### config.mk
export PLATFORM = sky130hd
export DESIGN_NAME = keyed_latest_value_table_core
export DESIGN_NICKNAME = d
export VERILOG_FILES = /design/src/hw/rtl/klvt_pkg.sv /design/src/hw/rtl/keyed_latest_value_table_core.sv /design/src/hw/rtl/klvt_ram.sv /design/src/hw/rtl/klvt_engine.sv
export SDC_FILE = /design/constraint.sdc
export NUM_CORES = 2
export LEC_CHECK = 0
export ABC_AREA = 0
export ABC_CLOCK_PERIOD_IN_PS = 20200
export BUFFER_PORTS_ARGS = -buffer_cell sky130_fd_sc_hd__buf_2
export CAP_MARGIN = 10
export CORE_AREA = 2 2 638 640
export CTS_CLUSTER_SIZE = 8
export DETAILED_ROUTE_END_ITERATION = 8
export DIE_AREA = 0 0 640 642
export PLACE_DENSITY = 0.54
export SKIP_CTS_REPAIR_TIMING = 1
export SLEW_MARGIN = 20
export SYNTH_ARGS = -nofsm -noshare
export SYNTH_HDL_FRONTEND = slang
export SYNTH_HIERARCHICAL = 1
export SYNTH_SLANG_ARGS = --single-unit
### constraint.sdc
create_clock -name clock -period 20.2 [get_ports clock]
set_input_delay 1.01 -clock clock [delete_from_list [all_inputs] [get_ports clock]]
set_output_delay 1.01 -clock clock [all_outputs]
set_load 0.005 [all_outputs]
### src/hw/rtl/klvt_pkg.sv
`timescale 1ns / 1ps
`default_nettype none

package klvt_pkg;

   // action codes
   localparam logic [1:0] ACT_UPDATE = 2'd0;
   localparam logic [1:0] ACT_ADD    = 2'd1;
   localparam logic [1:0] ACT_REMOVE = 2'd2;
   localparam logic [1:0] ACT_LOOKUP = 2'd3;

   // result codes
   localparam logic [1:0] RC_OK        = 2'd0;
   localparam logic [1:0] RC_NOT_FOUND = 2'd1;
   localparam logic [1:0] RC_NO_SPACE  = 2'd2;

   // register map
   localparam int         CSR_ADDR_BITS        = 3;
   localparam logic       CSR_IDX_UNREG_STATUS = 1'b0;

   typedef struct packed {
      logic [1:0]  action;
      logic [63:0] entry_key;
      logic [63:0] entry_payload;
      logic [7:0]  entry_status;
      logic [31:0] entry_time_ms;
      logic [31:0] now_ms;
   } req_type;

   typedef struct packed {
      logic [1:0]  result_code;
      logic [63:0] found_payload;
      logic [7:0]  found_status;
      logic [31:0] found_time_ms;
      logic [4:0]  entry_count;
      logic [31:0] snapshot_time_ms;
   } rsp_type;

   typedef enum logic [2:0] {
      ST_IDLE,
      ST_SEARCH,
      ST_APPLY,
      ST_SHIFT,
      ST_DONE
   } state_type;

endpackage

`default_nettype wire

### src/hw/rtl/keyed_latest_value_table_core.sv
// keyed latest-value table
// Holds up to MAX_ENTRIES records (key, payload, status, time) packed in
// slots 0 .. count-1 of one synchronous RAM. Each request word on the req
// channel carries an action (update, add, remove, lookup) and a key; the
// rsp channel returns exactly one word per request with a result code,
// the looked-up fields, the record count and the last-change time.
// Sequence: the key search reads one slot per cycle from slot 0 up and
// stops at the first hit or after the last slot below the count; the
// action is then applied, and a remove moves each later record down one
// slot per cycle before the result is delivered.
// One request is in work at a time; req_stall is high from acceptance until
// its result is loaded into the output register, and the next request is
// taken once the engine is back in idle. A result waiting under rsp_stall
// does not block the next request from being accepted and searched; only
// the hand-off of that next result waits.
// Reset clears the count, the snapshot time and the unregistered_status
// register; RAM contents are never read beyond the count, so no clearing
// pass is needed. The csr APB port writes unregistered_status where paddr[2] is 0.
`timescale 1ns / 1ps
`default_nettype none

module keyed_latest_value_table_core #(
   parameter int MAX_ENTRIES  = 16,
   parameter int KEY_BITS     = 64,
   parameter int PAYLOAD_BITS = 64
) (
   input  wire logic                               clock,
   input  wire logic                               reset,
   input  wire logic                               req_valid,
   output logic                                    req_stall,
   input  wire klvt_pkg::req_type                  req_data,
   output logic                                    rsp_valid,
   input  wire logic                               rsp_stall,
   output klvt_pkg::rsp_type                       rsp_data,
   input  wire logic                               psel,
   input  wire logic                               penable,
   input  wire logic                               pwrite,
   input  wire logic [klvt_pkg::CSR_ADDR_BITS-1:0] paddr,
   input  wire logic [31:0]                        pwdata,
   output logic      [31:0]                        prdata,
   output logic                                    pready
);
   import klvt_pkg::*;

   logic [7:0] unreg_status_ff, unreg_status_in;
   logic       csr_wr;
   logic       csr_hit;

   // register access
   assign pready  = 1'b1;
   assign csr_hit = (paddr[CSR_ADDR_BITS-1] == CSR_IDX_UNREG_STATUS);
   assign csr_wr  = psel && penable && pwrite && pready && csr_hit;

   always_comb begin
      unreg_status_in = unreg_status_ff;
      if (csr_wr) begin
         unreg_status_in = pwdata[7:0];
      end
   end

   always_ff @(posedge clock) begin
      if (reset) begin
         unreg_status_ff <= '0;
      end else begin
         unreg_status_ff <= unreg_status_in;
      end
   end

   assign prdata = csr_hit ? {24'd0, unreg_status_ff} : 32'd0;

   klvt_engine #(
      .MAX_ENTRIES  (MAX_ENTRIES),
      .KEY_BITS     (KEY_BITS),
      .PAYLOAD_BITS (PAYLOAD_BITS)
   ) u_engine (
      .clock        (clock),
      .reset        (reset),
      .req_valid    (req_valid),
      .req_stall    (req_stall),
      .req_data     (req_data),
      .rsp_valid    (rsp_valid),
      .rsp_stall    (rsp_stall),
      .rsp_data     (rsp_data),
      .unreg_status (unreg_status_ff)
   );

endmodule

`default_nettype wire

### src/hw/rtl/klvt_ram.sv
`timescale 1ns / 1ps
`default_nettype none

module klvt_ram #(
   parameter int WIDTH = 8,
   parameter int DEPTH = 16,
   parameter int AW    = (DEPTH > 1) ? $clog2(DEPTH) : 1
) (
   input  wire logic             clock,
   input  wire logic             we,
   input  wire logic [AW-1:0]    waddr,
   input  wire logic [WIDTH-1:0] wdata,
   input  wire logic [AW-1:0]    raddr,
   output logic      [WIDTH-1:0] rdata
);

   logic [WIDTH-1:0] mem [DEPTH];
   logic [WIDTH-1:0] rdata_ff;

   // one write port, registered read port
   always_ff @(posedge clock) begin
      if (we) begin
         mem[waddr] <= wdata;
      end
      rdata_ff <= mem[raddr];
   end

   assign rdata = rdata_ff;

endmodule

`default_nettype wire

### src/hw/rtl/klvt_engine.sv
`timescale 1ns / 1ps
`default_nettype none

module klvt_engine #(
   parameter int MAX_ENTRIES  = 16,
   parameter int KEY_BITS     = 64,
   parameter int PAYLOAD_BITS = 64
) (
   input  wire logic              clock,
   input  wire logic              reset,
   input  wire logic              req_valid,
   output logic                   req_stall,
   input  wire klvt_pkg::req_type req_data,
   output logic                   rsp_valid,
   input  wire logic              rsp_stall,
   output klvt_pkg::rsp_type      rsp_data,
   input  wire logic [7:0]        unreg_status
);
   import klvt_pkg::*;

   localparam int AW = (MAX_ENTRIES > 1) ? $clog2(MAX_ENTRIES) : 1;
   localparam int CW = $clog2(MAX_ENTRIES + 1);
   localparam int RW = KEY_BITS + PAYLOAD_BITS + 40;

   state_type             state_ff, state_in;
   req_type               item_ff, item_in;
   logic [CW-1:0]         scan_ff, scan_in;
   logic                  pend_ff, pend_in;
   logic [CW-1:0]         pidx_ff, pidx_in;
   logic                  hit_ff, hit_in;
   logic [AW-1:0]         hidx_ff, hidx_in;
   logic [PAYLOAD_BITS-1:0] fpay_ff, fpay_in;
   logic [7:0]            fsts_ff, fsts_in;
   logic [31:0]           ftim_ff, ftim_in;
   logic [CW-1:0]         count_ff, count_in;
   logic [31:0]           snap_ff, snap_in;
   logic [1:0]            rc_ff, rc_in;
   logic                  rsp_valid_ff, rsp_valid_in;
   rsp_type               rsp_ff, rsp_in;

   logic                  ram_we;
   logic [AW-1:0]         ram_waddr;
   logic [RW-1:0]         ram_wdata;
   logic [AW-1:0]         ram_raddr;
   logic [RW-1:0]         ram_rdata;

   logic [KEY_BITS-1:0]     rd_key;
   logic [PAYLOAD_BITS-1:0] rd_pay;
   logic [7:0]              rd_sts;
   logic [31:0]             rd_tim;
   logic [KEY_BITS-1:0]     item_key;
   logic                    has_room;
   logic                    out_free;
   logic [CW-1:0]           shift_dst;

   // record layout: key, payload, status, time
   assign rd_key   = ram_rdata[RW-1 -: KEY_BITS];
   assign rd_pay   = ram_rdata[PAYLOAD_BITS+39 -: PAYLOAD_BITS];
   assign rd_sts   = ram_rdata[39:32];
   assign rd_tim   = ram_rdata[31:0];
   assign item_key = item_ff.entry_key[KEY_BITS-1:0];
   assign has_room = (count_ff < CW'(MAX_ENTRIES));
   assign out_free = !rsp_valid_ff || !rsp_stall;
   assign shift_dst = pidx_ff - CW'(1);

   klvt_ram #(
      .WIDTH (RW),
      .DEPTH (MAX_ENTRIES),
      .AW    (AW)
   ) u_ram (
      .clock (clock),
      .we    (ram_we),
      .waddr (ram_waddr),
      .wdata (ram_wdata),
      .raddr (ram_raddr),
      .rdata (ram_rdata)
   );

   // state and datapath registers
   always_ff @(posedge clock) begin
      if (reset) begin
         state_ff     <= ST_IDLE;
         pend_ff      <= 1'b0;
         count_ff     <= '0;
         snap_ff      <= '0;
         rsp_valid_ff <= 1'b0;
      end else begin
         state_ff     <= state_in;
         pend_ff      <= pend_in;
         count_ff     <= count_in;
         snap_ff      <= snap_in;
         rsp_valid_ff <= rsp_valid_in;
      end
      item_ff <= item_in;
      scan_ff <= scan_in;
      pidx_ff <= pidx_in;
      hit_ff  <= hit_in;
      hidx_ff <= hidx_in;
      fpay_ff <= fpay_in;
      fsts_ff <= fsts_in;
      ftim_ff <= ftim_in;
      rc_ff   <= rc_in;
      rsp_ff  <= rsp_in;
   end

   // sequencer: search, apply, shift on remove, deliver
   always_comb begin
      state_in     = state_ff;
      item_in      = item_ff;
      scan_in      = scan_ff;
      pend_in      = pend_ff;
      pidx_in      = pidx_ff;
      hit_in       = hit_ff;
      hidx_in      = hidx_ff;
      fpay_in      = fpay_ff;
      fsts_in      = fsts_ff;
      ftim_in      = ftim_ff;
      count_in     = count_ff;
      snap_in      = snap_ff;
      rc_in        = rc_ff;
      rsp_in       = rsp_ff;
      rsp_valid_in = rsp_valid_ff && rsp_stall;
      ram_we       = 1'b0;
      ram_waddr    = hidx_ff;
      ram_wdata    = '0;
      ram_raddr    = scan_ff[AW-1:0];
      req_stall    = (state_ff != ST_IDLE);

      unique case (state_ff)
         ST_IDLE: begin
            if (req_valid) begin
               item_in  = req_data;
               scan_in  = '0;
               pend_in  = 1'b0;
               hit_in   = 1'b0;
               rc_in    = RC_OK;
               state_in = ST_SEARCH;
            end
         end

         ST_SEARCH: begin
            // stream reads of slots below the count, compare in the next cycle
            pend_in = 1'b0;
            if (scan_ff < count_ff) begin
               scan_in = scan_ff + CW'(1);
               pend_in = 1'b1;
               pidx_in = scan_ff;
            end
            if (pend_ff && rd_key == item_key) begin
               hit_in   = 1'b1;
               hidx_in  = pidx_ff[AW-1:0];
               fpay_in  = rd_pay;
               fsts_in  = rd_sts;
               ftim_in  = rd_tim;
               pend_in  = 1'b0;
               state_in = ST_APPLY;
            end else if (!pend_ff && scan_ff >= count_ff) begin
               hit_in   = 1'b0;
               state_in = ST_APPLY;
            end
         end

         ST_APPLY: begin
            state_in = ST_DONE;
            case (item_ff.action)
               ACT_UPDATE: begin
                  ram_wdata = {item_key, item_ff.entry_payload[PAYLOAD_BITS-1:0],
                               item_ff.entry_status, item_ff.entry_time_ms};
                  if (hit_ff) begin
                     ram_we = 1'b1;
                  end else if (has_room) begin
                     ram_we    = 1'b1;
                     ram_waddr = count_ff[AW-1:0];
                     count_in  = count_ff + CW'(1);
                  end else begin
                     rc_in = RC_NO_SPACE;
                  end
                  snap_in = item_ff.now_ms;
               end
               ACT_ADD: begin
                  ram_wdata = {item_key, {PAYLOAD_BITS{1'b0}}, unreg_status,
                               item_ff.now_ms};
                  if (!hit_ff && has_room) begin
                     ram_we    = 1'b1;
                     ram_waddr = count_ff[AW-1:0];
                     count_in  = count_ff + CW'(1);
                     snap_in   = item_ff.now_ms;
                  end
               end
               ACT_REMOVE: begin
                  if (hit_ff) begin
                     scan_in  = CW'(hidx_ff) + CW'(1);
                     pend_in  = 1'b0;
                     state_in = ST_SHIFT;
                  end else begin
                     rc_in = RC_NOT_FOUND;
                  end
               end
               default: begin
                  if (!hit_ff) begin
                     rc_in = RC_NOT_FOUND;
                  end
               end
            endcase
         end

         ST_SHIFT: begin
            // read slot i+1, write it to slot i on the next cycle
            pend_in = 1'b0;
            if (scan_ff < count_ff) begin
               scan_in = scan_ff + CW'(1);
               pend_in = 1'b1;
               pidx_in = scan_ff;
            end
            if (pend_ff) begin
               ram_we    = 1'b1;
               ram_waddr = shift_dst[AW-1:0];
               ram_wdata = ram_rdata;
            end
            if (!pend_ff && scan_ff >= count_ff) begin
               count_in = count_ff - CW'(1);
               snap_in  = item_ff.now_ms;
               state_in = ST_DONE;
            end
         end

         ST_DONE: begin
            // hand the result to the output register once it is free
            if (out_free) begin
               rsp_in.result_code      = rc_ff;
               rsp_in.entry_count      = 5'(count_ff);
               rsp_in.snapshot_time_ms = snap_ff;
               if (item_ff.action == ACT_LOOKUP && hit_ff) begin
                  rsp_in.found_payload = 64'(fpay_ff);
                  rsp_in.found_status  = fsts_ff;
                  rsp_in.found_time_ms = ftim_ff;
               end else begin
                  rsp_in.found_payload = '0;
                  rsp_in.found_status  = '0;
                  rsp_in.found_time_ms = '0;
               end
               rsp_valid_in = 1'b1;
               state_in     = ST_IDLE;
            end
         end

         default: begin
            state_in = ST_IDLE;
         end
      endcase
   end

   assign rsp_valid = rsp_valid_ff;
   assign rsp_data  = rsp_ff;

endmodule

`default_nettype wire
Word-level counts from Yosys, hierarchy flattened
Memories as Yosys holds them, arrays and structs flattened. A register that Yosys moved wholly into a read port is not among the register bits.
Cells that the tools add are included.

cells by class
  add/subtract/negate cells = 5
  order comparisons = 3
  eq/ne operators = 22
  muxes and demuxes = 58
  bitwise logic cells = 1
  reductions and logical operators = 33

operator list
  cell                                                 number
  one-hot mux 168 bit (2 select lines)                 2
  2-to-1 mux 168 bit                                   1
  one-hot mux 32 bit (2 select lines)                  2
  equality test 64 bit                                 1
  2-to-1 mux 32 bit                                    2
  2-to-1 mux 5 bit                                     8
  2-to-1 mux 3 bit                                     7
  one-hot mux 5 bit (2 select lines)                   2
  2-to-1 mux 4 bit                                     4
  one-hot mux 4 bit (2 select lines)                   2
  2-to-1 mux 1 bit                                     15
  one-hot mux 3 bit (5 select lines)                   1
  one-hot mux 5 bit (3 select lines)                   1
  AND reduction 4 bit                                  3
  adder 5 x 1 -> 5 bit, second input constant          2
  != test 2 x 1 -> 1 bit, second input constant        5
  AND reduction 5 bit                                  2
  logical AND 1 bit                                    8
  2-to-1 mux 2 bit                                     4
  2-to-1 mux 8 bit                                     1
  one-hot mux 2 bit (2 select lines)                   2
  AND reduction 2 bit                                  4
  equality test 3 x 2 -> 1 bit, second input constant  2
  != test 2 bit, second input constant                 3
  26 further kinds                                     38

word-level totals
  register bits = 515
  RAM bits = 2,688
  input port bits = 244
  logic and storage cells = 149
  memories kept = 1

memories
  memory              depth  width  read ports  clocked after memory_dff  write ports  RTL line        source
  u_engine.u_ram.mem  16     168    1           1                         1            klvt_ram.sv:17  logic [WIDTH-1:0] mem [DEPTH];

Logic depth before layout (Yosys ltp)
  word-level depth = 7
  mapped depth = 10
  depth with buffers taken out = 9

Modules after synthesis
The synthesis kept the hierarchy.

by module, submodules not included
  module                         times used  cells each  area an instance (µm²)  seq. area each (µm²)
  klvt_ram                       1           4,389       104,427.7               84,080.6
  klvt_engine                    1           1,261       19,914.1                14,804.2
  keyed_latest_value_table_core  1           70          630.6                   160.2

Worst setup path before layout
Ideal clock, no wire load.

  kind = register to register
  start point = register u_engine/item_ff[201] (netlist bit)
  end point = memory u_engine/u_ram/mem[0][0] (netlist bit) (enable)
  setup time = 0.901 ns
  arrival time = 13.195 ns
  required time = 19.299 ns
  path slack = 6.104 ns
  stages on the path, launching flop included = 7
  buffers on the path = 1
  period minus slack after synthesis = 14.096 ns
  path through = edfxtp_1 or3_1 clkbuf_1 a221oi_1 o22ai_1 or3b_2 nor3_1

on the way
  elaborated cells between the ends (all ways) = 8
  classes of those cells = 1 x eq/ne; 6 x mux; 1 x reduce/logical

RTL lines
  element                                                                 RTL line            source
  from (decl)                                                             klvt_engine.sv:26   req_type item_ff, item_in;
  from (signal assigned)                                                  klvt_engine.sv:94   item_ff <= item_in;
  equality test 2 x 1 -> 1 bit / zero test 2 bit (equally long branches)  klvt_engine.sv:165  case (item_ff.action)
  one-hot mux 4 bit (2 select lines) (*)                                  klvt_engine.sv:165
  one-hot mux 4 bit (2 select lines) (*)                                  klvt_engine.sv:129  unique case (state_ff)
  via u_engine.ram_waddr[2]                                               klvt_engine.sv:42   logic [AW-1:0] ram_waddr;
  to (decl)                                                               klvt_ram.sv:17

The timed path passes the listed nets; every way through them passes the cells marked *.

Final worst setup path
  start point = register u_engine.state_ff[1]
  end point = memory u_engine/u_ram/mem[13][73] (netlist bit) (enable)

on the way
  elaborated cells between the ends (all ways) = 6
  classes of those cells = 2 x eq/ne; 4 x mux

RTL lines
  element                                 RTL line            source
  from (decl)                             klvt_engine.sv:25   state_type state_ff, state_in;
  from (signal assigned)                  klvt_engine.sv:88   state_ff <= state_in;
  equality test 3 x 2 -> 1 bit            klvt_engine.sv:129
  one-hot mux 4 bit (2 select lines) (*)  klvt_engine.sv:129
  via u_engine.ram_waddr[0]               klvt_engine.sv:42

Marked as above.

==> impl_summary.txt <==
----------------------------------------------------
[Drt]
  Number of iterations in the first detailed-routing pass ... 5
  Post-detailed-route via-to-cell ratio ... approximately 5
  Via count ... ~61,000
  Count of antenna-violating nets left after detailed routing ... 0
  Post-Route WL ... 341,000 um
  DRC marker count from the first detailed-route iteration ... around 5,600
  Routed wirelength normalized by instance count ... 27.9 um
  Residual DRC count ... 0

[CTS]
  Cell at the root of the clock tree ... clkbuf_16
  H-tree depth ... 5
  Source-to-sink clock delay at the later pin of the worst-skew pair ... slightly above 1 ns
  Number of clock sinks ... between 3,000 and 4,000
  Clock tree from TritonCTS ... yes
  Clock slew seen by the registers of the worst setup and hold paths ... about 0.060 ns
  Number of buffers on the longest clock path ... 4
  TritonCTS buffer count ... 463

[Floorplanning]
  Die Ht ... ~640 um
  # rows ... 234
  Effective utilization at floorplan ... a little under a third
  Core box area ... between 400,000 and 500,000 um2
  Die X-Extent ... between 600 and 700 um
  Number of placed I/O pins ... 422
  Overall die area ... 411,000 um2

[STA]
  Achievable clock frequency ... around 0.16 GHz
  Largest clock skew in the final design ... ~0.10 ns
  Slew HR ... between 20% and 30%
  Setup TNS ... 0 ns
  Slew at the pin closest to its max-slew limit ... about 1.2 ns
  Setup repair after global routing missed its margin ... no
  Clock period minus worst slack ... 6.38 ns
  Setup-violating endpoint count in the final report ... 0
  Post-route worst hold slack ... around 0.18 ns
  Number of hold-slack violations in the final timing report ... 0
  Pins over their slew limit ... 0
  Fraction of the cycle the final worst path needs ... around a third

[Cells and area]
  Synth-to-Final Area Change ... 17.7%
  Net count, final ... ~6,700
  Multi-input gate area ... about 24,000 um2
  Fillcell total ... 37,000
  Layout cells sized above 1 ... 26.7%
  Storage cell area ... just under 100,000 um2

[Yosys]
  Async set-or-reset flop fraction in the synthesized netlist ... 0%
  Synthesis-stage register bit count ... between 3,000 and 4,000
  Fraction of the yosys area taken by sequential cells ... about four fifths
  Cell Area, Synth ... 125,000 um2
  Yosys warnings ... 6
  Cell types with the largest area share after synthesis ... edfxtp_1 76%, mux4_2 11%, dfxtp_1 3.5%, a22oi_1 1.7%, mux2i_1 0.88%
  Most instantiated flip-flop cell in the synthesis netlist ... edfxtp_1
  Post-synth top area cell ... edfxtp_1
  Number of enable-type register cells in the synthesized netlist ... ~3,200
  Per-instance average area after synthesis ... between 20 and 25 um2
  Synth top area share ... around three quarters
  Post-Syn Instances ... 5,720
  Count of distinct cell types in the synthesized netlist ... 65

[Placed design]
  Number of buffer cells added on primary ports ... 370
  Global placer's final weighted congestion ... about 0.75
  DPL Wire Length ... between 150,000 and 200,000 um

[Power and ir drop]
  Total power divided by cell area ... 131 nW/um2
  Leak pwr ... around 45 nW
  Largest vdd supply drop ... 0.0863 mV

[Worst setup path]
  Nature of the critical path startpoint ... flop
  Critical path capture point type ... flop
  Start-to-end type of the worst setup path ... reg2reg
  Required time of the worst setup path ... around 21 ns
  Data arrival time of the critical path ... between 6 and 7 ns
  Maximum fanout encountered on the critical timing path ... between 40 and 50

[Global routing]
  Pin count of the biggest net entering global routing ... about 100
  Via count of the first global-routing pass ... ~64,000
  Overall fraction of global-route tracks in use ... between 15 and 20%
  Remaining global-route overflow ... 0
  Antenna violations before repair ... 20
  Wire length of the first global-routing pass ... roughly 480,000 um

[Min path]
  Min-delay worst type ... in2reg

[Outcome]
  Status ... complete, no violations

[Flow run]
  Max-cap violations ... 0

----------------------------------------------------
[report_power, final]
group	switching (mW)	leakage (nW)	total, mW	internal, mW
Clock	2.92	6.42	7.23	4.32
Combinational	2.17	9.85	3.75	1.58
Sequential	0.213	28.9	8.26	8.04
Total	5.30	45.2	19.2	13.9
[cell usage after synthesis (2+ instances only)]
master	instances
edfxtp_1	3153
mux4_2	629
a22oi_1	286
dfxtp_1	218
nand2_1	187
a22o_1	123
mux2i_1	110
and2_1	108
buf_2	106
clkbuf_1	96
mux2_2	83
o21ai_0	74
nor2_1	66
buf_4	64
xnor2_1	52
nand2b_1	42
nor2b_1	40
buf_6	39
o221ai_1	32
buf_1	24
a21oi_1	22
a221oi_1	20
nor3_1	20
inv_1	19
nand4_1	14
ha_1	10
and2b_2	9
o22a_1	8
xor2_1	8
nor4_1	5
nand3_1	4
o22ai_1	4
a21o_1	3
a31oi_1	3
a2111oi_0	2
conb_1	2
inv_2	2
nand3b_1	2
nor2_4	2
nor3_2	2
o31a_1	2
or3_1	2
[metal layers]
metal | GRT usage (%) | up-vias | part of all wire, % | wire [um]
li1 | - | 25200 | - | -
met5 | 0 | - | 0.0038 | 13
met4 | 3.59 | 2 | 2.0 | 6790
met1 | 22.1 | 33000 | 42 | 145000
met2 | 27.3 | 2053 | 49 | 168000
met3 | 2.65 | 455 | 6.2 | 21000
[area by class of cell]
| type | instances | share of cell area, % |
|---|---|---|
| inverters | 21 | 0.0587 |
| clock buffers | 785 | 8.75 |
| multi-input cells | 2022 | 16.5 |
| clock inverters | 31 | 0.459 |
| flip-flops and latches | 3371 | 67.3 |
| repair buffers | 534 | 2.26 |
| diodes | 9 | 0.0153 |
| well taps | 5428 | 4.62 |
[state kept, by name, summed over array words and instances (netlist names)]
register              flops
u_engine/hidx_ff          4
u_engine/scan_ff          5
u_engine/fsts_ff          8
u_engine/fpay_ff         64
u_engine/hit_ff           1
u_engine/pend_ff          1
u_engine/rsp_valid        1
u_engine/rsp_data       143
u_engine/state_ff         3
u_engine/ftim_ff         32
u_engine/u_ram/mem     2688
u_engine/item_key        64
u_engine/count_ff         5
u_engine/rc_ff            2
unreg_status_ff           8
u_engine/item_ff        138
u_engine/snap_ff         32
u_engine/u_ram/rdata    168
u_engine/pidx_ff          4
[stage by stage]
stage,area [um2],setup slack [ns],util (%),total power [mW],std cells
after global routing,147000,13.55,36.4,20.0,12200
after global placement,133000,13.98,33.0,12.2,11400
after detailed placement,133000,13.97,33.0,12.2,11400
after floorplan,125000,6.10,-,11.0,5743
after CTS,147000,13.89,36.4,19.5,12200
final,147000,13.82,36.4,19.2,12200
[cells by family (layout without fill, tap and decap cells)]
| logic type | after synthesis | after routing | synth area share [%] |
|---|---|---|---|
| buf+inv | 350 | 1371 | 1.58 |
| other cells | 2 | 34 | 0.00601 |
| simple gates | 511 | 511 | 2.08 |
| compound gates | 593 | 593 | 3.58 |
| xor+xnor | 60 | 60 | 0.421 |
| flops | 3371 | 3371 | 79.3 |
| fa+ha+maj | 11 | 11 | 0.116 |
| mux | 822 | 822 | 13.0 |
[worst paths after layout]
kind / from / depth (start not counted) / slack (ns) / endpoint
worst max register to register: u_engine/state_ff[1] / 8 / 13.82 / u_engine/u_ram/mem[13][73]
worst max-delay path: u_engine/state_ff[1] / 8 / 13.82 / u_engine/u_ram/mem[13][73]
worst min-delay path: req_data[154] / 1 / 0.18 / u_engine/item_key[18]
worst min register to register: u_engine/u_ram/rdata[63] / 0 / 0.42 / u_engine/fpay_ff[23]
[cells in the final DEF, fill, tap and decap left out, drive strengths merged, types with 83 or more instances in the layout]
cell / instances
and2: 108
a22o: 123
a22oi: 286
mux4: 629
edfxtp: 3153
mux2i: 110
mux2: 83
clkbuf: 785
buf: 534
nand2: 187
dfxtp: 218
[worst max-delay path, cell delays in order (launching register included)]
cell and delay [ns]:
dfxtp_1 0.77, nor2b_1 0.59, o21ai_0 0.15, a21oi_1 0.63
nand2b_1 0.42, nor2_4 0.87, buf_4 0.72, buf_4 0.80
buf_4 0.85
No activity file was read; power rests on OpenSTA's default activity.
